<file path="src/hdl/lbrc_pkg.sv">
// Shared constants and types for the LRU block read cache tag controller.
package lbrc_pkg;

    localparam int ENTRIES      = 8;
    localparam int IDX_W        = (ENTRIES > 1) ? $clog2(ENTRIES) : 1;
    localparam int CNT_W        = $clog2(ENTRIES + 1);
    localparam int BLK_SIZE     = 512;
    localparam int BYTES_W      = $clog2(BLK_SIZE + 1);
    localparam int FILE_ID_BITS = 16;
    localparam int SLOT_W       = 3;

    typedef enum logic [1:0] {
        CMD_CONSUME   = 2'd0,
        CMD_FILL      = 2'd1,
        CMD_FLUSH_ONE = 2'd2,
        CMD_FLUSH_ALL = 2'd3
    } t_cmd;

    typedef enum logic [2:0] {
        ST_HIT     = 3'd0,
        ST_MISS    = 3'd1,
        ST_FILLED  = 3'd2,
        ST_NODATA  = 3'd3,
        ST_DRVERR  = 3'd4,
        ST_FLUSHED = 3'd5
    } t_status;

    typedef struct packed {
        logic [FILE_ID_BITS-1:0] file;
        logic [31:0]             block;
        logic [BYTES_W-1:0]      bytes;
        logic [BYTES_W-1:0]      used;
        logic [31:0]             stamp;
    } t_entry;

endpackage

</file>
<file path="src/hdl/lru_block_read_cache_tags.sv">
// Tag controller: fully associative read-once block cache with LRU fill.
// Flush all answers in the cycle after accept; other commands scan the tags,
// one tag memory read per cycle, then a compare stage, then a write-back state
// that waits for the result register. One command is in flight at a time; the
// next is taken as the result word leaves.
// Reset (synchronous, active low) clears live bits, counters and stamp counter.
module lru_block_read_cache_tags (
    input  logic                               i_clk,
    input  logic                               i_rst_n,
    input  logic                               i_valid,
    output logic                               o_ready,
    input  logic [1:0]                         i_command,
    input  logic [lbrc_pkg::FILE_ID_BITS-1:0]  i_file_id,
    input  logic [31:0]                        i_block_index,
    input  logic [15:0]                        i_request_bytes,
    input  logic [9:0]                         i_fill_bytes,
    input  logic                               i_driver_error,
    output logic                               o_valid,
    input  logic                               i_ready,
    output logic [2:0]                         o_status,
    output logic [2:0]                         o_slot,
    output logic [8:0]                         o_start_offset,
    output logic [9:0]                         o_take_bytes,
    output logic [31:0]                        o_hit_bytes,
    output logic [31:0]                        o_miss_count,
    output logic [31:0]                        o_fill_count,
    output logic [31:0]                        o_eviction_count
);
    import lbrc_pkg::*;

    typedef enum logic [1:0] {S_IDLE, S_SCAN, S_WRITE} t_state;

    t_entry                  mem [ENTRIES];
    t_entry                  r_rd;
    logic [IDX_W-1:0]        ra;
    logic                    we;
    t_entry                  wd;

    t_state                  r_state;
    logic [ENTRIES-1:0]      r_live;
    logic [CNT_W-1:0]        r_ridx;
    logic                    r_pv;
    logic [IDX_W-1:0]        r_pidx;
    t_cmd                    r_cmd;
    logic [FILE_ID_BITS-1:0] r_fid;
    logic [31:0]             r_blk;
    logic [15:0]             r_req;
    logic [9:0]              r_fb;
    logic                    r_derr;
    logic                    r_found;
    logic                    r_have;
    logic [IDX_W-1:0]        r_sel;
    t_entry                  r_sel_e;
    logic [31:0]             r_sc;
    logic [31:0]             r_hb, r_mc, r_fc, r_ec;
    logic                    r_ov;
    logic [2:0]              r_st, r_slot;
    logic [8:0]              r_start;
    logic [9:0]              r_take;

    logic                    out_free;
    logic                    ov_set;
    logic [BYTES_W-1:0]      avail, take, n_used, fbs;
    logic [31:0]             n_sc;
    logic                    fill_ok;
    logic                    e_live, f_match, b_match;

    assign out_free = !r_ov || i_ready;
    assign o_ready  = (r_state == S_IDLE) && out_free;
    assign ov_set   = (o_ready && i_valid && t_cmd'(i_command) == CMD_FLUSH_ALL)
                    || (r_state == S_WRITE && out_free);
    assign ra       = r_ridx[IDX_W-1:0];
    assign n_sc     = r_sc + 32'd1;
    assign avail    = r_sel_e.bytes - r_sel_e.used;
    assign take     = (r_req < 16'(avail)) ? BYTES_W'(r_req) : avail;
    assign n_used   = r_sel_e.used + take;
    assign fbs      = (r_fb > 10'(BLK_SIZE)) ? BYTES_W'(BLK_SIZE) : BYTES_W'(r_fb);
    assign fill_ok  = !r_derr && (fbs != '0);
    assign e_live   = r_live[r_pidx];
    assign f_match  = r_rd.file == r_fid;
    assign b_match  = r_rd.block == r_blk;

    always_comb begin
        we = 1'b0;
        wd = r_sel_e;
        if (r_state == S_WRITE && out_free) begin
            unique case (r_cmd)
                CMD_CONSUME: begin
                    we      = r_found;
                    wd.used = n_used;
                    wd.stamp = n_sc;
                end
                CMD_FILL: begin
                    we       = 1'b1;
                    wd.file  = r_fid;
                    wd.block = r_blk;
                    wd.bytes = fbs;
                    wd.used  = '0;
                    wd.stamp = n_sc;
                end
                default: we = 1'b0;
            endcase
        end
    end

    always_ff @(posedge i_clk) begin
        if (we) begin
            mem[r_sel] <= wd;
        end
        r_rd <= mem[ra];
    end

    always_ff @(posedge i_clk) begin
        if (!i_rst_n) begin
            r_state <= S_IDLE;
            r_live  <= '0;
            r_ov    <= 1'b0;
            r_sc    <= '0;
            r_hb    <= '0;
            r_mc    <= '0;
            r_fc    <= '0;
            r_ec    <= '0;
            r_pv    <= 1'b0;
            r_ridx  <= '0;
        end else begin
            if (ov_set) begin
                r_ov <= 1'b1;
            end else if (r_ov && i_ready) begin
                r_ov <= 1'b0;
            end
            unique case (r_state)
                S_IDLE: begin
                    if (i_valid && o_ready) begin
                        r_cmd   <= t_cmd'(i_command);
                        r_fid   <= i_file_id;
                        r_blk   <= i_block_index;
                        r_req   <= i_request_bytes;
                        r_fb    <= i_fill_bytes;
                        r_derr  <= i_driver_error;
                        r_found <= 1'b0;
                        r_have  <= 1'b0;
                        r_sel   <= '0;
                        r_ridx  <= '0;
                        r_pv    <= 1'b0;
                        if (t_cmd'(i_command) == CMD_FLUSH_ALL) begin
                            r_live  <= '0;
                            r_sc    <= '0;
                            r_hb    <= '0;
                            r_mc    <= '0;
                            r_fc    <= '0;
                            r_ec    <= '0;
                            r_st    <= ST_FLUSHED;
                            r_slot  <= '0;
                            r_start <= '0;
                            r_take  <= '0;
                        end else begin
                            r_state <= S_SCAN;
                        end
                    end
                end
                S_SCAN: begin
                    if (r_ridx < CNT_W'(ENTRIES)) begin
                        r_pv   <= 1'b1;
                        r_pidx <= ra;
                        r_ridx <= r_ridx + CNT_W'(1);
                    end else begin
                        r_pv <= 1'b0;
                    end
                    if (r_pv) begin
                        unique case (r_cmd)
                            CMD_CONSUME: begin
                                if (!r_found && e_live && f_match && b_match) begin
                                    r_found <= 1'b1;
                                    r_sel   <= r_pidx;
                                    r_sel_e <= r_rd;
                                end
                            end
                            CMD_FILL: begin
                                if (!r_found) begin
                                    if (!e_live) begin
                                        r_found <= 1'b1;
                                        r_sel   <= r_pidx;
                                    end else if (!r_have || r_rd.stamp < r_sel_e.stamp) begin
                                        r_have  <= 1'b1;
                                        r_sel   <= r_pidx;
                                        r_sel_e <= r_rd;
                                    end
                                end
                            end
                            default: begin
                                if (e_live && f_match) begin
                                    r_live[r_pidx] <= 1'b0;
                                end
                            end
                        endcase
                        if (r_pidx == IDX_W'(ENTRIES - 1)) begin
                            r_state <= S_WRITE;
                        end
                    end
                end
                default: begin
                    if (out_free) begin
                        r_state <= S_IDLE;
                        unique case (r_cmd)
                            CMD_CONSUME: begin
                                if (r_found) begin
                                    r_st    <= ST_HIT;
                                    r_slot  <= SLOT_W'(r_sel);
                                    r_start <= 9'(r_sel_e.used);
                                    r_take  <= 10'(take);
                                    r_sc    <= n_sc;
                                    r_hb    <= r_hb + 32'(take);
                                    if (n_used == r_sel_e.bytes) begin
                                        r_live[r_sel] <= 1'b0;
                                    end
                                end else begin
                                    r_st    <= ST_MISS;
                                    r_slot  <= '0;
                                    r_start <= '0;
                                    r_take  <= '0;
                                end
                            end
                            CMD_FILL: begin
                                r_start       <= '0;
                                r_take        <= '0;
                                r_live[r_sel] <= fill_ok;
                                if (!r_found) begin
                                    r_ec <= r_ec + 32'd1;
                                end
                                if (r_derr) begin
                                    r_st   <= ST_DRVERR;
                                    r_slot <= '0;
                                end else if (!fill_ok) begin
                                    r_st   <= ST_NODATA;
                                    r_slot <= '0;
                                end else begin
                                    r_st   <= ST_FILLED;
                                    r_slot <= SLOT_W'(r_sel);
                                    r_sc   <= n_sc;
                                    r_fc   <= r_fc + 32'd1;
                                    r_mc   <= r_mc + 32'd1;
                                end
                            end
                            default: begin
                                r_st    <= ST_FLUSHED;
                                r_slot  <= '0;
                                r_start <= '0;
                                r_take  <= '0;
                            end
                        endcase
                    end
                end
            endcase
        end
    end

    assign o_valid          = r_ov;
    assign o_status         = r_st;
    assign o_slot           = r_slot;
    assign o_start_offset   = r_start;
    assign o_take_bytes     = r_take;
    assign o_hit_bytes      = r_hb;
    assign o_miss_count     = r_mc;
    assign o_fill_count     = r_fc;
    assign o_eviction_count = r_ec;

endmodule

</file>
<file path="config.mk">
export PLATFORM = sky130hd
export DESIGN_NAME = lru_block_read_cache_tags
export DESIGN_NICKNAME = d
export VERILOG_FILES = /design/src/hdl/lbrc_pkg.sv /design/src/hdl/lru_block_read_cache_tags.sv
export SDC_FILE = /design/constraint.sdc
export NUM_CORES = 1
export LEC_CHECK = 0
export BUFFER_PORTS_ARGS = -buffer_cell sky130_fd_sc_hd__buf_2
export CELL_PAD_IN_SITES_DETAIL_PLACEMENT = 0
export CELL_PAD_IN_SITES_GLOBAL_PLACEMENT = 1
export CORE_ASPECT_RATIO = 0.9
export CORE_MARGIN = 2
export CORE_UTILIZATION = 30
export DETAILED_ROUTE_END_ITERATION = 8
export PLACE_DENSITY_LB_ADDON = 0.1
export SYNTH_ARGS = -nofsm -noshare
export SYNTH_HDL_FRONTEND = slang
export SYNTH_SLANG_ARGS = --single-unit
export TNS_END_PERCENT = 100
</file>
<file path="constraint.sdc">
create_clock -name i_clk -period 20.7 [get_ports i_clk]
set_input_delay 3.105 -clock i_clk [delete_from_list [all_inputs] [get_ports i_clk]]
set_output_delay 3.105 -clock i_clk [all_outputs]
set_load 0.1 [all_outputs]
</file>
== Yosys cells after proc, flatten, opt, wreduce, memory -nomap -nowiden ==
Memories as Yosys holds them, arrays and structs flattened. A register that Yosys moved wholly into a read port is not among the register bits.
Index checks and enable logic that the tools add are counted.

* Register bits: 386
* Bits in writable memories: 800
* Bits of input ports: 81
* Output and inout bits: 155
* Logic and storage cells: 254
* Memories kept: 1

{| class="wikitable"
|+ Memory list
! memory !! words !! width !! read ports !! clocked after Yosys merged registers in !! wr ports !! line !! text
|-
| mem || 8 || 100 || 1 || 1 || 1 || lru_block_read_cache_tags.sv:33 || <nowiki>t_entry mem [ENTRIES];</nowiki>
|}

* $add $sub $neg: 8
* $lt $le $gt $ge: 8
* Eq/ne operators: 35
* Muxes and demuxes: 119
* Bitwise operators: 5
* Reductions and logical operators: 49

{| class="wikitable"
|+ Operators by type and width
! cell !! number
|-
| two-way mux 32 bit || 20
|-
| two-way mux 100 bit || 5
|-
| case mux 32 bit (2 select lines) || 6
|-
| case mux 100 bit (2 select lines) || 1
|-
| adder 32 x 1 -> 32 bit, second input constant || 4
|-
| case mux 42 bit (2 select lines) || 1
|-
| two-way mux 10 bit || 7
|-
| two-way mux 8 bit || 8
|-
| two-way mux 58 bit || 1
|-
| two-way mux 3 bit || 16
|-
| two-way mux 9 bit || 5
|-
| case mux 3 bit (2 select lines) || 6
|-
| adder 32 x 10 -> 32 bit || 1
|-
| equality test 32 bit || 1
|-
| less-than comparator 32 bit || 1
|-
| case mux 8 bit (2 select lines) || 2
|-
| AND reduction 8 bit || 4
|-
| != test 2 bit, second input constant || 14
|-
| two-way mux 1 bit || 21
|-
| case mux 10 bit (2 select lines) || 1
|-
| case mux 9 bit (2 select lines) || 1
|-
| AND reduction 6 bit || 3
|-
| bitwise AND 8 bit || 2
|-
| equality test 16 bit || 1
|-
| 40 further kinds || 92
|}

== Longest topological paths before layout ==
* Depth after elaboration: 11
* Depth in mapped cells: 29
* Mapped depth without buffers: 28

== Worst setup path before layout ==
No wires, ideal clock.

* Path kind: input -> register
* Start: input port i_ready
* End: memory mem[0][0] in the netlist's numbering, enable pin
* Library setup time: 0.571 ns
* Arrival: 8.945 ns
* Data required time: 20.129 ns
* Setup slack: 11.184 ns
* Stages on the path: 8
* Path buffers: 3
* Cells stage by stage: nand2b_2 nand2_1 buf_2 or3_1 clkbuf_1 or3_1 clkbuf_1 nor2b_1

* Cells in the longest elaborated chain, start to end: 5

{| class="wikitable"
|+ Ends and longest elaborated chain
! element !! line !! text
|-
| start, declared || lru_block_read_cache_tags.sv:19 || <nowiki>input logic i_ready,</nowiki>
|-
| logical OR 1 bit || lru_block_read_cache_tags.sv:68 || <nowiki>assign out_free = !r_ov || i_ready;</nowiki>
|-
| logical AND 1 bit || lru_block_read_cache_tags.sv:86 || <nowiki>if (r_state == S_WRITE && out_free) begin</nowiki>
|-
| two-way mux 1 bit || lru_block_read_cache_tags.sv:86 ||
|-
| two-way mux 1 bit || lru_block_read_cache_tags.sv:107 || <nowiki>if (we) begin</nowiki>
|-
| two-way mux 1 bit (implied by the code) || lru_block_read_cache_tags.sv:108 || <nowiki>mem[r_sel] <= wd;</nowiki>
|-
| end, declared || lru_block_read_cache_tags.sv:33 ||
|}

No other way between the ends.

==> metrics.yaml <==
status:
  status: "complete, no violations"
sta:
  hold_violations: 0
  layout_min_cycle_time_ns: 7.34
  fin_crit_sh_pct: 35.5
  setup_tns_ns: 0
  timing.fmax_mhz: 136
  setup_viol: 0
  finalClockSkew_ns: 0.0431
  report.final.slew_viol_count: 0
  worst_slack_ns: 13.36
  relSlewSlack_pct: 16.3
  rsz0062_at_grt: "false"
  tightest_slew_ns: 1.24
yosys:
  synth.top_cell.area_share_pct: 59.0
  yosysWarnings: 0
  synth_ff_type: "edfxtp_1"
  synth_top_area_cell: "edfxtp_1"
  ys_seq_elements: 1286
  synth_cell_type_count: 73
  syn_nets: 3359
  postSynth.asyncResetShare_pct: 0
  seq_area_frac_synth_pct: 69.7
  syn_inst: 3202
  synth-edff-count: 1010
  syn_area_um2: 51400
  syn_avg_cell_area_um2: 16.1
  synth.area.top_cells: "edfxtp_1 59%, dfxtp_1 11%, mux4_2 8.8%"
clock_network:
  clock_path_buffers: 3
  ctsResizeCount: 0
  numCtsBuffers: 145
  cts_setup_buffers: 0
  path_clk_slew_ns: 0.06
  clock_sinks: 1286
  cts_hold_buf: 0
  htreeDepth: 4
  cts_tree: "yes"
  clk_latency_ns: 0.79
  clock-root-buffer: "clkbuf_16"
pwr:
  power_switching_mw: 1.20
  p_comb_share_pct: 2.9
  report.power.total_mw: 5.53
  p_int_mw: 4.33
  clkPwrFrac_pct: 46.4
  p_per_area_nw_per_um2: 91.8
  cellLeakagePower_nw: 20.1
  pwr-share-seq_pct: 50.6
  switching_share_pct: 21.7
  peakVddDrop_v: 0.0000744
detailed_routing:
  finalWirelength_um: 134000
  wl_per_cell_um: 22.8
  vias_per_cell: 4.84
  wl_met3_um: 6010
  drt-met1-wl_um: 62800
  ant_nets: 0
  highest_layer: "met4"
  drtIter0Drc: 1905
  wl_met2_um: 62900
  vias: 28500
  drc: 0
  dr.pass1.iters: 5
place:
  placed_cells: 5617
  place.gp.congestion: 0.803
  dp_slack_ns: 12.89
  port_buffers: 235
  place_hpwl_um: 84000
  placed_area_um2: 55400
global_routing:
  grt_overflow_total: 0
  antenna_found_initial: 6
  grt_pass1_wl_um: 199000
  grt_max_degree: 98
  grt_usage_pct: 15.3
  grt_pass1_vias: 29500
layout:
  fin_area_um2: 60200
  nets: 3660
  instances_no_fill: 5881
  layout_commonest_cell: "edfxtp_1"
  area_growth_pct: 17.1
  final_layout_size_suffix_gt1_share_pct: 24.6
  fillers: 16100
  final_cell_mix: "1010 x edfxtp_1, 273 x dfxtp_1, 235 x buf_2"
critical_path:
  crit_arrival_ns: 8.05
  r2r_setup_slack_ns: 13.36
  required_ns: 21.41
  criticalPathCategory: "flip-flop to flip-flop"
  end_kind: "flip-flop"
  path_max_fanout: 10
  crit_path_start_kind: "flip-flop"
floorplanning:
  die_y_um: 397
  io_pins: 236
  floorplan.rows: 144
  die_x_um: 440
  core-area_um2: 171000
  start_util_pct: 30.1
  die_area_um2: 175000
run:
  drv_cap: 0
min_path:
  hp-class: "flip-flop to flip-flop"
==> power by group through the flow <==
stage / logic [mW] / clock network [mW] / registers, mW
after floorplan: 0.114 / 0 / 2.85
after global placement: 0.167 / 0 / 2.86
after detailed placement: 0.167 / 0 / 2.86
after CTS: 0.168 / 2.66 / 2.80
after global routing: 0.179 / 2.76 / 2.80
final: 0.163 / 2.57 / 2.80
==> worst paths after layout <==
| path | from | to | cells past startpoint |
|---|---|---|---|
| setup / recovery | r_sel_e[33]$_DFFE_PP_ | flip-flop | 22 |
| hold reg to reg | r_rd[41]$_DFF_P_ | r_sel_e[41]$_DFFE_PP_ | 0 |
| setup reg to reg | r_sel_e[33]$_DFFE_PP_ | flip-flop | 22 |
| hold / removal | r_rd[41]$_DFF_P_ | r_sel_e[41]$_DFFE_PP_ | 0 |
==> registers in the layout (all words and copies together), names as in the netlist, 3 cells and up, named ones only <==
name / flops
r_fb: 10
o_hit_bytes: 32
o_eviction_count: 32
mem: 800
r_sel: 3
r_ridx: 4
r_sel_e: 100
o_miss_count: 32
r_sc: 32
r_fid: 16
o_slot: 3
o_status: 3
r_pidx: 3
o_take_bytes: 10
r_blk: 32
o_start_offset: 9
r_rd: 100
o_fill_count: 32
r_req: 16
==> cells in the mapped netlist (all sizes together), types with 28 or more instances <==
library cell / instances
nand2: 167
o21ai: 120
xor2: 90
nand4: 45
buf: 29
edfxtp: 1010
xnor2: 103
or3: 28
ha: 73
and3: 39
dfxtp: 276
inv: 82
a21oi: 102
mux4: 202
nor2: 217
nor3: 32
mux2: 153
clkbuf: 106
nand3: 63
==> cell type report <==
type	count	area [um2]	area share, %
clock inverters	61	803	1.33
flip-flops and latches	1286	35900	59.6
inverters	82	308	0.511
multi-input cells	1699	14800	24.6
clock buffers	200	3990	6.62
repair buffers	289	1590	2.65
well taps	2263	2830	4.70
diodes	1	2.50	0.00416
==> logic make-up (layout without fill, tap and decap cells) <==
kind of cell               Yosys count  count (layout)  synth area share (%)
AOI/OAI and AO/OA                  345             345                  4.12
DFF                               1286            1286                  69.7
other                                0               1                     0
muxes                              360             360                  12.3
xor gates and xnor gates           195             195                  3.38
and+or+nand+nor                    723             723                  6.96
buffers and inverters              217             632                  1.62
adders and majority gates           76              76                  1.89
==> stage by stage <==
stage,hold slack [ns],util (%)
floorplan,0.386,-
global placement,0.388,32.5
detailed placement,0.389,32.5
CTS,0.401,35.3
global route,0.404,35.3
finish,0.397,35.3
==> metal layers <==
metal  vias to the layer above  track usage [%]
li1                      12900                -
met1                     14700             21.2
met2                       644             24.5
met3                       184             2.91
met4                         0             3.85
met5                         -                0
==> worst max-delay path, stage by stage (launching register included) <==
cell and delay, ns:
edfxtp_1 0.41, inv_1 0.14, ha_1 0.29, nor2b_1 0.18
o2111ai_1 0.16, a311o_1 0.38, and3_1 0.19, or2_2 0.27
ha_1 0.18, or4_1 0.53, nor4_2 0.27, o211ai_1 0.45
o21ai_0 0.82, inv_1 0.18, ha_1 0.33, a211oi_1 0.24
o21a_1 0.19, o21ai_1 0.09, a21oi_1 0.28, o21ai_0 0.27
xnor2_1 0.80, a2bb2oi_2 0.41, o211a_1 0.21
Power figures use the tool's default switching activity.
